File: config.mk
export PLATFORM = sky130hd
export DESIGN_NAME = double_ended_queue_unit
export DESIGN_NICKNAME = d
export VERILOG_FILES = /design/src/hw/rtl/dq_pkg.sv /design/src/hw/rtl/dq_ram.sv /design/src/hw/rtl/dq_ctrl.sv /design/src/hw/rtl/dq_dp.sv /design/src/hw/rtl/double_ended_queue_unit.sv
export SDC_FILE = /design/constraint.sdc
export NUM_CORES = 2
export LEC_CHECK = 0
export ABC_AREA = 1
export BUFFER_PORTS_ARGS = -buffer_cell sky130_fd_sc_hd__buf_2
export CORE_ASPECT_RATIO = 1.75
export CORE_UTILIZATION = 49
export CTS_CLUSTER_DIAMETER = 150
export DETAILED_ROUTE_END_ITERATION = 12
export HOLD_SLACK_MARGIN = 0.03
export SYNTH_ARGS = -nofsm -noshare
export SYNTH_HDL_FRONTEND = slang
export SYNTH_HIERARCHICAL = 1
export SYNTH_SLANG_ARGS = --single-unit
File: constraint.sdc
create_clock -name clk -period 7.2 [get_ports clk]
set_input_delay 0.72 -clock clk [delete_from_list [all_inputs] [get_ports clk]]
set_output_delay 0.72 -clock clk [all_outputs]
set_load 0.02 [all_outputs]
File: src/hw/rtl/dq_pkg.sv
// Shared types, codes and defaults for the double-ended queue unit.
package dq_pkg;

    // Default number of queue entries
    localparam int DEPTH_DEF = 64;

    // Width of one stored value
    localparam int DATA_W = 32;

    // Operation selector carried with each request
    typedef enum logic [1:0] {
        MODE_PUSH_FRONT = 2'd0,
        MODE_PUSH_BACK  = 2'd1,
        MODE_POP_FRONT  = 2'd2,
        MODE_POP_BACK   = 2'd3
    } mode_t;

    // Result status codes
    localparam logic [1:0] ST_DONE  = 2'd0;
    localparam logic [1:0] ST_EMPTY = 2'd1;
    localparam logic [1:0] ST_FULL  = 2'd2;

    // Controller states
    typedef enum logic [1:0] {
        S_IDLE = 2'd0,
        S_EXEC = 2'd1,
        S_READ = 2'd2
    } state_t;

    // Commands from the controller to the datapath
    typedef struct packed {
        logic load_in;    // capture the accepted request
        logic commit;     // apply the operation to pointers and storage
        logic load_out;   // load the result register
        logic use_rdata;  // result value comes from the storage read
    } dq_cmd_t;

    // Status from the datapath to the controller
    typedef struct packed {
        logic is_push;    // captured request is a push
        logic ok;         // operation can proceed (not full / not empty)
    } dq_stat_t;

endpackage

File: src/hw/rtl/dq_ram.sv
// Generic simple dual-port RAM with registered read data.
module dq_ram
    import dq_pkg::*;
#(
    parameter int WIDTH = DATA_W,
    parameter int DEPTH = DEPTH_DEF
) (
    input  logic                     clk,
    input  logic                     we,
    input  logic [$clog2(DEPTH)-1:0] waddr,
    input  logic [WIDTH-1:0]         wdata,
    input  logic                     re,
    input  logic [$clog2(DEPTH)-1:0] raddr,
    output logic [WIDTH-1:0]         rdata
);

    logic [WIDTH-1:0] mem [DEPTH];
    logic [WIDTH-1:0] rdata_reg;

    // Write port
    always_ff @(posedge clk)
    begin
        if (we)
        begin
            mem[waddr] <= wdata;
        end
    end

    // Registered read port, hold data between reads
    always_ff @(posedge clk)
    begin
        if (re)
        begin
            rdata_reg <= mem[raddr];
        end
    end

    assign rdata = rdata_reg;

endmodule

File: src/hw/rtl/dq_ctrl.sv
// Controller state machine for the double-ended queue unit.
module dq_ctrl
    import dq_pkg::*;
(
    input  logic     clk,
    input  logic     rst_n,
    input  logic     s_tvalid,
    output logic     s_tready,
    output logic     m_tvalid,
    input  logic     m_tready,
    input  dq_stat_t stat,
    output dq_cmd_t  cmd
);

    state_t state_reg;
    state_t state_next;
    logic   out_full_reg;
    logic   out_full_next;
    logic   slot_free;

    // Result register can take a new result this cycle
    assign slot_free = !out_full_reg || m_tready;

    // State and result-valid registers
    always_ff @(posedge clk or negedge rst_n)
    begin
        if (!rst_n)
        begin
            state_reg    <= S_IDLE;
            out_full_reg <= 1'b0;
        end
        else
        begin
            state_reg    <= state_next;
            out_full_reg <= out_full_next;
        end
    end

    // Next state
    always_comb
    begin
        state_next = state_reg;
        case (state_reg)
            S_IDLE:
            begin
                if (s_tvalid)
                begin
                    state_next = S_EXEC;
                end
            end
            S_EXEC:
            begin
                if (!stat.is_push && stat.ok)
                begin
                    state_next = S_READ;
                end
                else if (slot_free)
                begin
                    state_next = S_IDLE;
                end
            end
            S_READ:
            begin
                if (slot_free)
                begin
                    state_next = S_IDLE;
                end
            end
            default:
            begin
                state_next = S_IDLE;
            end
        endcase
    end

    // Outputs and datapath commands
    always_comb
    begin
        s_tready      = 1'b0;
        cmd           = '0;
        case (state_reg)
            S_IDLE:
            begin
                s_tready    = 1'b1;
                cmd.load_in = s_tvalid;
            end
            S_EXEC:
            begin
                if (!stat.is_push && stat.ok)
                begin
                    // Pop: issue the read and move the pointers now
                    cmd.commit = 1'b1;
                end
                else if (slot_free)
                begin
                    cmd.commit   = stat.ok;
                    cmd.load_out = 1'b1;
                end
            end
            S_READ:
            begin
                if (slot_free)
                begin
                    cmd.load_out  = 1'b1;
                    cmd.use_rdata = 1'b1;
                end
            end
            default:
            begin
                s_tready = 1'b0;
            end
        endcase
    end

    // Result valid: set on load, clear when taken
    always_comb
    begin
        if (cmd.load_out)
        begin
            out_full_next = 1'b1;
        end
        else if (m_tready)
        begin
            out_full_next = 1'b0;
        end
        else
        begin
            out_full_next = out_full_reg;
        end
    end

    assign m_tvalid = out_full_reg;

    // A read state only follows an execute state or itself
    a_read_after_exec: assert property (@(posedge clk) disable iff (!rst_n)
        state_reg == S_READ |-> $past(state_reg) == S_EXEC || $past(state_reg) == S_READ)
        else $error("read state entered without execute");

    // Never overwrite a result that is still waiting
    a_no_overwrite: assert property (@(posedge clk) disable iff (!rst_n)
        cmd.load_out |-> !out_full_reg || m_tready)
        else $error("result register overwritten");

    // An accepted request goes to execute next
    a_accept_exec: assert property (@(posedge clk) disable iff (!rst_n)
        s_tvalid && s_tready |=> state_reg == S_EXEC)
        else $error("accepted request not executed");

endmodule

File: src/hw/rtl/dq_dp.sv
// Datapath: pointers, entry storage and result register of the queue.
module dq_dp
    import dq_pkg::*;
#(
    parameter int DEPTH = DEPTH_DEF,
    parameter int CNT_W = $clog2(DEPTH + 1),
    parameter int OUT_W = ((DATA_W + 3 + CNT_W + 7) / 8) * 8
) (
    input  logic              clk,
    input  logic              rst_n,
    input  logic [1:0]        s_tuser,
    input  logic [DATA_W-1:0] s_tdata,
    input  dq_cmd_t           cmd,
    output dq_stat_t          stat,
    output logic [OUT_W-1:0]  m_tdata
);

    localparam int AW = $clog2(DEPTH);

    mode_t             mode_reg;
    logic [DATA_W-1:0] value_reg;
    logic [AW-1:0]     head_reg;
    logic [AW-1:0]     head_next;
    logic [CNT_W-1:0]  cnt_reg;
    logic [CNT_W-1:0]  cnt_next;

    logic [DATA_W-1:0] popped_reg;
    logic [1:0]        status_reg;
    logic              empty_reg;
    logic [CNT_W-1:0]  count_reg;

    logic              is_push;
    logic              is_front;
    logic              full;
    logic              empty;
    logic              ok;
    logic [AW-1:0]     head_dec;
    logic [AW-1:0]     head_inc;
    logic [CNT_W-1:0]  offs;
    logic [CNT_W:0]    sum;
    logic [CNT_W:0]    tail;
    logic [AW-1:0]     addr;
    logic [1:0]        status_code;
    logic [DATA_W-1:0] rdata;

    // Capture the accepted request
    always_ff @(posedge clk)
    begin
        if (cmd.load_in)
        begin
            mode_reg  <= mode_t'(s_tuser);
            value_reg <= s_tdata;
        end
    end

    // Decode the request against the fill level
    assign is_push  = (mode_reg == MODE_PUSH_FRONT) || (mode_reg == MODE_PUSH_BACK);
    assign is_front = (mode_reg == MODE_PUSH_FRONT) || (mode_reg == MODE_POP_FRONT);
    assign full     = (cnt_reg == CNT_W'(DEPTH));
    assign empty    = (cnt_reg == '0);
    assign ok       = is_push ? !full : !empty;

    assign stat.is_push = is_push;
    assign stat.ok      = ok;

    // Wrap the head one step either way
    assign head_dec = (head_reg == '0) ? AW'(DEPTH - 1) : head_reg - 1'b1;
    assign head_inc = (head_reg == AW'(DEPTH - 1)) ? '0 : head_reg + 1'b1;

    // Back position: head plus count (push) or count minus one (pop), wrapped
    assign offs = (mode_reg == MODE_PUSH_BACK) ? cnt_reg : cnt_reg - 1'b1;
    assign sum  = (CNT_W + 1)'(head_reg) + (CNT_W + 1)'(offs);
    assign tail = (sum >= (CNT_W + 1)'(DEPTH)) ? sum - (CNT_W + 1)'(DEPTH) : sum;

    // Storage address for the current operation
    assign addr = is_front ? (is_push ? head_dec : head_reg) : tail[AW-1:0];

    // Pointer and count updates
    always_comb
    begin
        head_next = head_reg;
        cnt_next  = cnt_reg;
        if (cmd.commit)
        begin
            case (mode_reg)
                MODE_PUSH_FRONT:
                begin
                    head_next = head_dec;
                    cnt_next  = cnt_reg + 1'b1;
                end
                MODE_PUSH_BACK:
                begin
                    cnt_next = cnt_reg + 1'b1;
                end
                MODE_POP_FRONT:
                begin
                    head_next = head_inc;
                    cnt_next  = cnt_reg - 1'b1;
                end
                MODE_POP_BACK:
                begin
                    cnt_next = cnt_reg - 1'b1;
                end
                default:
                begin
                    cnt_next = cnt_reg;
                end
            endcase
        end
    end

    always_ff @(posedge clk or negedge rst_n)
    begin
        if (!rst_n)
        begin
            head_reg <= '0;
            cnt_reg  <= '0;
        end
        else
        begin
            head_reg <= head_next;
            cnt_reg  <= cnt_next;
        end
    end

    // Entry storage
    dq_ram #(
        .WIDTH (DATA_W),
        .DEPTH (DEPTH)
    ) u_ram (
        .clk   (clk),
        .we    (cmd.commit && is_push),
        .waddr (addr),
        .wdata (value_reg),
        .re    (cmd.commit && !is_push),
        .raddr (addr),
        .rdata (rdata)
    );

    assign status_code = ok ? ST_DONE : (is_push ? ST_FULL : ST_EMPTY);

    // Result register
    always_ff @(posedge clk)
    begin
        if (cmd.load_out)
        begin
            popped_reg <= cmd.use_rdata ? rdata : '0;
            status_reg <= cmd.use_rdata ? ST_DONE : status_code;
            empty_reg  <= (cnt_next == '0);
            count_reg  <= cnt_next;
        end
    end

    assign m_tdata = OUT_W'({count_reg, empty_reg, status_reg, popped_reg});

    // Count never exceeds capacity
    a_cnt_range: assert property (@(posedge clk) disable iff (!rst_n)
        cnt_reg <= CNT_W'(DEPTH))
        else $error("fill count above capacity");

    // Head stays inside the buffer
    a_head_range: assert property (@(posedge clk) disable iff (!rst_n)
        head_reg <= AW'(DEPTH - 1))
        else $error("head pointer out of range");

    // A committed push grows the count by one
    a_push_grow: assert property (@(posedge clk) disable iff (!rst_n)
        cmd.commit && is_push |=> cnt_reg == $past(cnt_reg) + 1'b1)
        else $error("push did not grow the count");

endmodule

File: src/hw/rtl/double_ended_queue_unit.sv
// Top level of the double-ended queue unit.
// Bounded double-ended queue of DEPTH signed 32-bit entries kept in a circular
// buffer RAM. Each request on the slave stream selects push front, push back,
// pop front or pop back in s_tuser and carries the push value in s_tdata; each
// request gives exactly one result on the master stream with the popped value
// (zero on pushes and failures), a status (done, pop on empty, push on full
// dropped), an empty flag and the entry count after the request. Requests are
// handled one at a time: a push or a failed operation goes from idle through
// execute back to idle, a successful pop also passes through a read state
// because the entry RAM read data is registered. The result register lets the
// next request be accepted while an earlier result waits to be taken.
module double_ended_queue_unit
    import dq_pkg::*;
#(
    parameter int DEPTH = DEPTH_DEF,
    parameter int CNT_W = $clog2(DEPTH + 1),
    parameter int OUT_W = ((DATA_W + 3 + CNT_W + 7) / 8) * 8
) (
    input  logic              clk,
    input  logic              rst_n,
    input  logic              s_tvalid,
    output logic              s_tready,
    input  logic [DATA_W-1:0] s_tdata,   // [31:0] push_value
    input  logic [1:0]        s_tuser,   // [1:0] mode
    output logic              m_tvalid,
    input  logic              m_tready,
    output logic [OUT_W-1:0]  m_tdata    // popped_value, status, is_empty, entry_count, zero pad
);

    dq_cmd_t  cmd;
    dq_stat_t stat;

    // Sequencing
    dq_ctrl u_ctrl (
        .clk      (clk),
        .rst_n    (rst_n),
        .s_tvalid (s_tvalid),
        .s_tready (s_tready),
        .m_tvalid (m_tvalid),
        .m_tready (m_tready),
        .stat     (stat),
        .cmd      (cmd)
    );

    // Pointers, storage and result
    dq_dp #(
        .DEPTH (DEPTH),
        .CNT_W (CNT_W),
        .OUT_W (OUT_W)
    ) u_dp (
        .clk     (clk),
        .rst_n   (rst_n),
        .s_tuser (s_tuser),
        .s_tdata (s_tdata),
        .cmd     (cmd),
        .stat    (stat),
        .m_tdata (m_tdata)
    );

endmodule
==> metrics.json <==
{
  "status": "completed",
  "initialDrtViolationCount": 6395,
  "fin_setup_tns_ps": 0,
  "setup_viol": 0,
  "synth-main-ff-cell": "sky130_fd_sc_hd__edfxtp_1",
  "dr.pass1.iters": 8,
  "largest_register_ff_count": 2048,
  "max_freq_mhz": 177,
  "timing.final.max_slew_violations": 0,
  "grt_max_degree": 200,
  "holdBufCountCts": 30,
  "overflow": 0,
  "clock-sinks": 2172,
  "synth.ff_latch_count": 2172,
  "crit_path_max_fanout": 35,
  "critical-path-max-stage-delay_ps": 990,
  "worst_pin_slew_ps": 1190,
  "dp_area_um2": 90500,
  "wl_per_cell_um": 26.3,
  "worstSetupEndpointType": "flip-flop",
  "floorplan.die.height_um": 561,
  "timing.final.crit_period_ps": 5660,
  "ffs_w_async_s_r_synth_pct": 0.737,
  "root_buffer": "sky130_fd_sc_hd__clkbuf_16",
  "post-route-drc-count": 0,
  "cts_htree_levels": 4,
  "wire_length_of_the_first_global_routing_pass_mm": 368,
  "vias": 56500,
  "netlist-cell-type-count": 40,
  "rsz0062_at_grt": "no",
  "clkLatencyLatePin_ps": 850,
  "core-area_um2": 177000,
  "yosysWarningCount": 6,
  "route.final.wire_length_mm": 255,
  "crit_path_frequent_cell": "sky130_fd_sc_hd__nand2_1",
  "syn_area_um2": 87400,
  "cts_inserted_buffers": 197,
  "most_common_library_cell_in_the_layout_ignoring_fill_and_taps": "sky130_fd_sc_hd__nand2_1",
  "ctsResizeCount": 0,
  "final_standard_cell_utilization_of_the_core_pct": 54.8,
  "die_area_um2": 180000,
  "post-dp-hpwl_mm": 145,
  "globalRouteTotalUtil_pct": 28.2,
  "max_flop_register": "u_dp/u_ram/mem",
  "synth_edf_count": 2156,
  "nets_finish": 7234,
  "final.setup_skew_ps": 49.1,
  "ant_nets": 0,
  "synth_seq_area_share_pct": 74.5,
  "quantity_of_i_o_buffers_inserted_on_ports": 81,
  "cts_buffer_depth": 4,
  "endpoints_failing_hold": 0,
  "final_area_um2": 97000,
  "floorplan.io_pins": 88,
  "crit_path_cell_trace": "inv_2, nand2_1, xor2_1, ha_1, fa_1, nand2_1, nand2_1, a21oi_1, xnor2_1, nand2_1, nand2_4, nand3_1, nor2_4, buf_4",
  "slowest_stage": "sky130_fd_sc_hd__nor2_4",
  "cts_setup_buffers": 0,
  "number_of_instances_in_the_synthesized_netlist": 7182,
  "tritoncts_clock_tree": "done",
  "mostFrequentLayoutCells": "2332 x sky130_fd_sc_hd__nand2_1, 2156 x sky130_fd_sc_hd__edfxtp_1, 1933 x sky130_fd_sc_hd__nand3_1",
  "maxCapViolCount": 0,
  "maxSlewHeadroom_pct": 20.8,
  "areaGrowthSynthToFinish_pct": 10.9,
  "critPathLaunchType": "flip-flop",
  "die_width_um": 321,
  "first_global_vias": 54100,
  "final.period_utilization_pct": 78.6,
  "routed_via_density": 5.83,
  "timing.setup.critical_path_class": "flip-flop to flip-flop",
  "start_util_pct": 49.4,
  "min-delay-path-class": "input pin to flip-flop",
  "worst_ep_required_time_ps": 7700,
  "clkSlewWorstSetupHoldPaths_ps": 60,
  "grt_antenna_before_repair": 13,
  "rows": 204,
  "finalWeightedCongestion": 0.935,
  "avgSynthCellArea_um2": 12.2,
  "cp.arrival_ps": 6160,
  "drive_gt1_share_pct": 8.08
}
[Yosys cell counts (all sizes together), types with 2 or more instances]
master,instances,area share (%)
a21oi,16,0.092
buf,388,2.4
clkbuf,81,0.35
dfrtp,16,0.46
edfxtp,2156,74
ha,16,0.23
inv,81,0.35
nand2,2338,10
nand3,1937,11
nand3b,2,0.017
nand4,12,0.086
nor2,81,0.37
nor3,4,0.023
nor4,8,0.057
o211ai,4,0.034
o21ai,21,0.12
xnor2,2,0.020
xor2,10,0.11
[final timing paths]
path	from	end	slack, ps	cells past startpoint
max in group asynchronous	rst_n	u_dp/head_reg[0]$_DFFE_PN0P_	6490	2
min in group asynchronous	rst_n	u_ctrl/state_reg[0]$_DFFE_PN0P_	380	2
setup / recovery	u_dp/mode_reg[1]$_DFFE_PP_	u_dp/u_ram/mem[18][18]$_DFFE_PP_	1540	14
hold reg to reg	u_ctrl/m_tvalid$_DFFE_PN0P_	u_ctrl/m_tvalid$_DFFE_PN0P_	550	2
hold / removal	s_tdata[27]	u_dp/value_reg[27]$_DFFE_PP_	70	1
setup reg to reg	u_dp/mode_reg[1]$_DFFE_PP_	u_dp/u_ram/mem[18][18]$_DFFE_PP_	1540	14
[area by class of cell]
type	instances	area [µm²]
Tap cell	2369	2960
Inverter	81	340
Clock buffer	235	5070
Clock inverter	112	1060
Sequential cell	2172	65100
Antenna cell	5	12.5
Timing Repair Buffer	262	2200
Fill cell	14600	79900
Multi-Input combinational cell	4465	20200
[cells by family (layout without fill, tap and decap cells)]
kind of cell	Yosys count	in the layout	synth area share [%]
fa+ha+maj	17	17	0.252
flops	2172	2172	74.5
simple gates	4383	4383	21.7
other cells	1	11	0.00429
compound gates	47	47	0.298
xor+xnor	12	12	0.129
buf+inv	550	690	3.08
[worst max-delay path, delay by kind of cell (launching register included)]
kind	cells	cell delay, ps
and+or+nand+nor	7	2850
adders and majority gates	2	630
DFF	1	580
xor gates and xnor gates	2	360
AOI/OAI and AO/OA	1	180
buffers and inverters	2	660
[metrics by stage]
stage	hold slack (ps)	cells	setup slack (ps)
after floorplan	424	7187	1240
after global placement	525	9319	1560
after detailed placement	541	9319	1570
final	74.7	9701	1540
after global routing	51.7	9697	1190
after CTS	32.0	9696	1510
[per-layer routing]
metal | GRT usage (%) | vias to the layer above | share of wire, %
li1 | - | 25400 | -
met1 | 34.7 | 28000 | 36
met2 | 47.4 | 2505 | 50
met3 | 3.64 | 538 | 7.1
met4 | 17.2 | 2 | 6.9
met5 | 0 | - | 0.0051
Power is left out: the tool's default activity adds up to more than one toggle a clock period on the data nets, which glitch-free logic cannot reach.
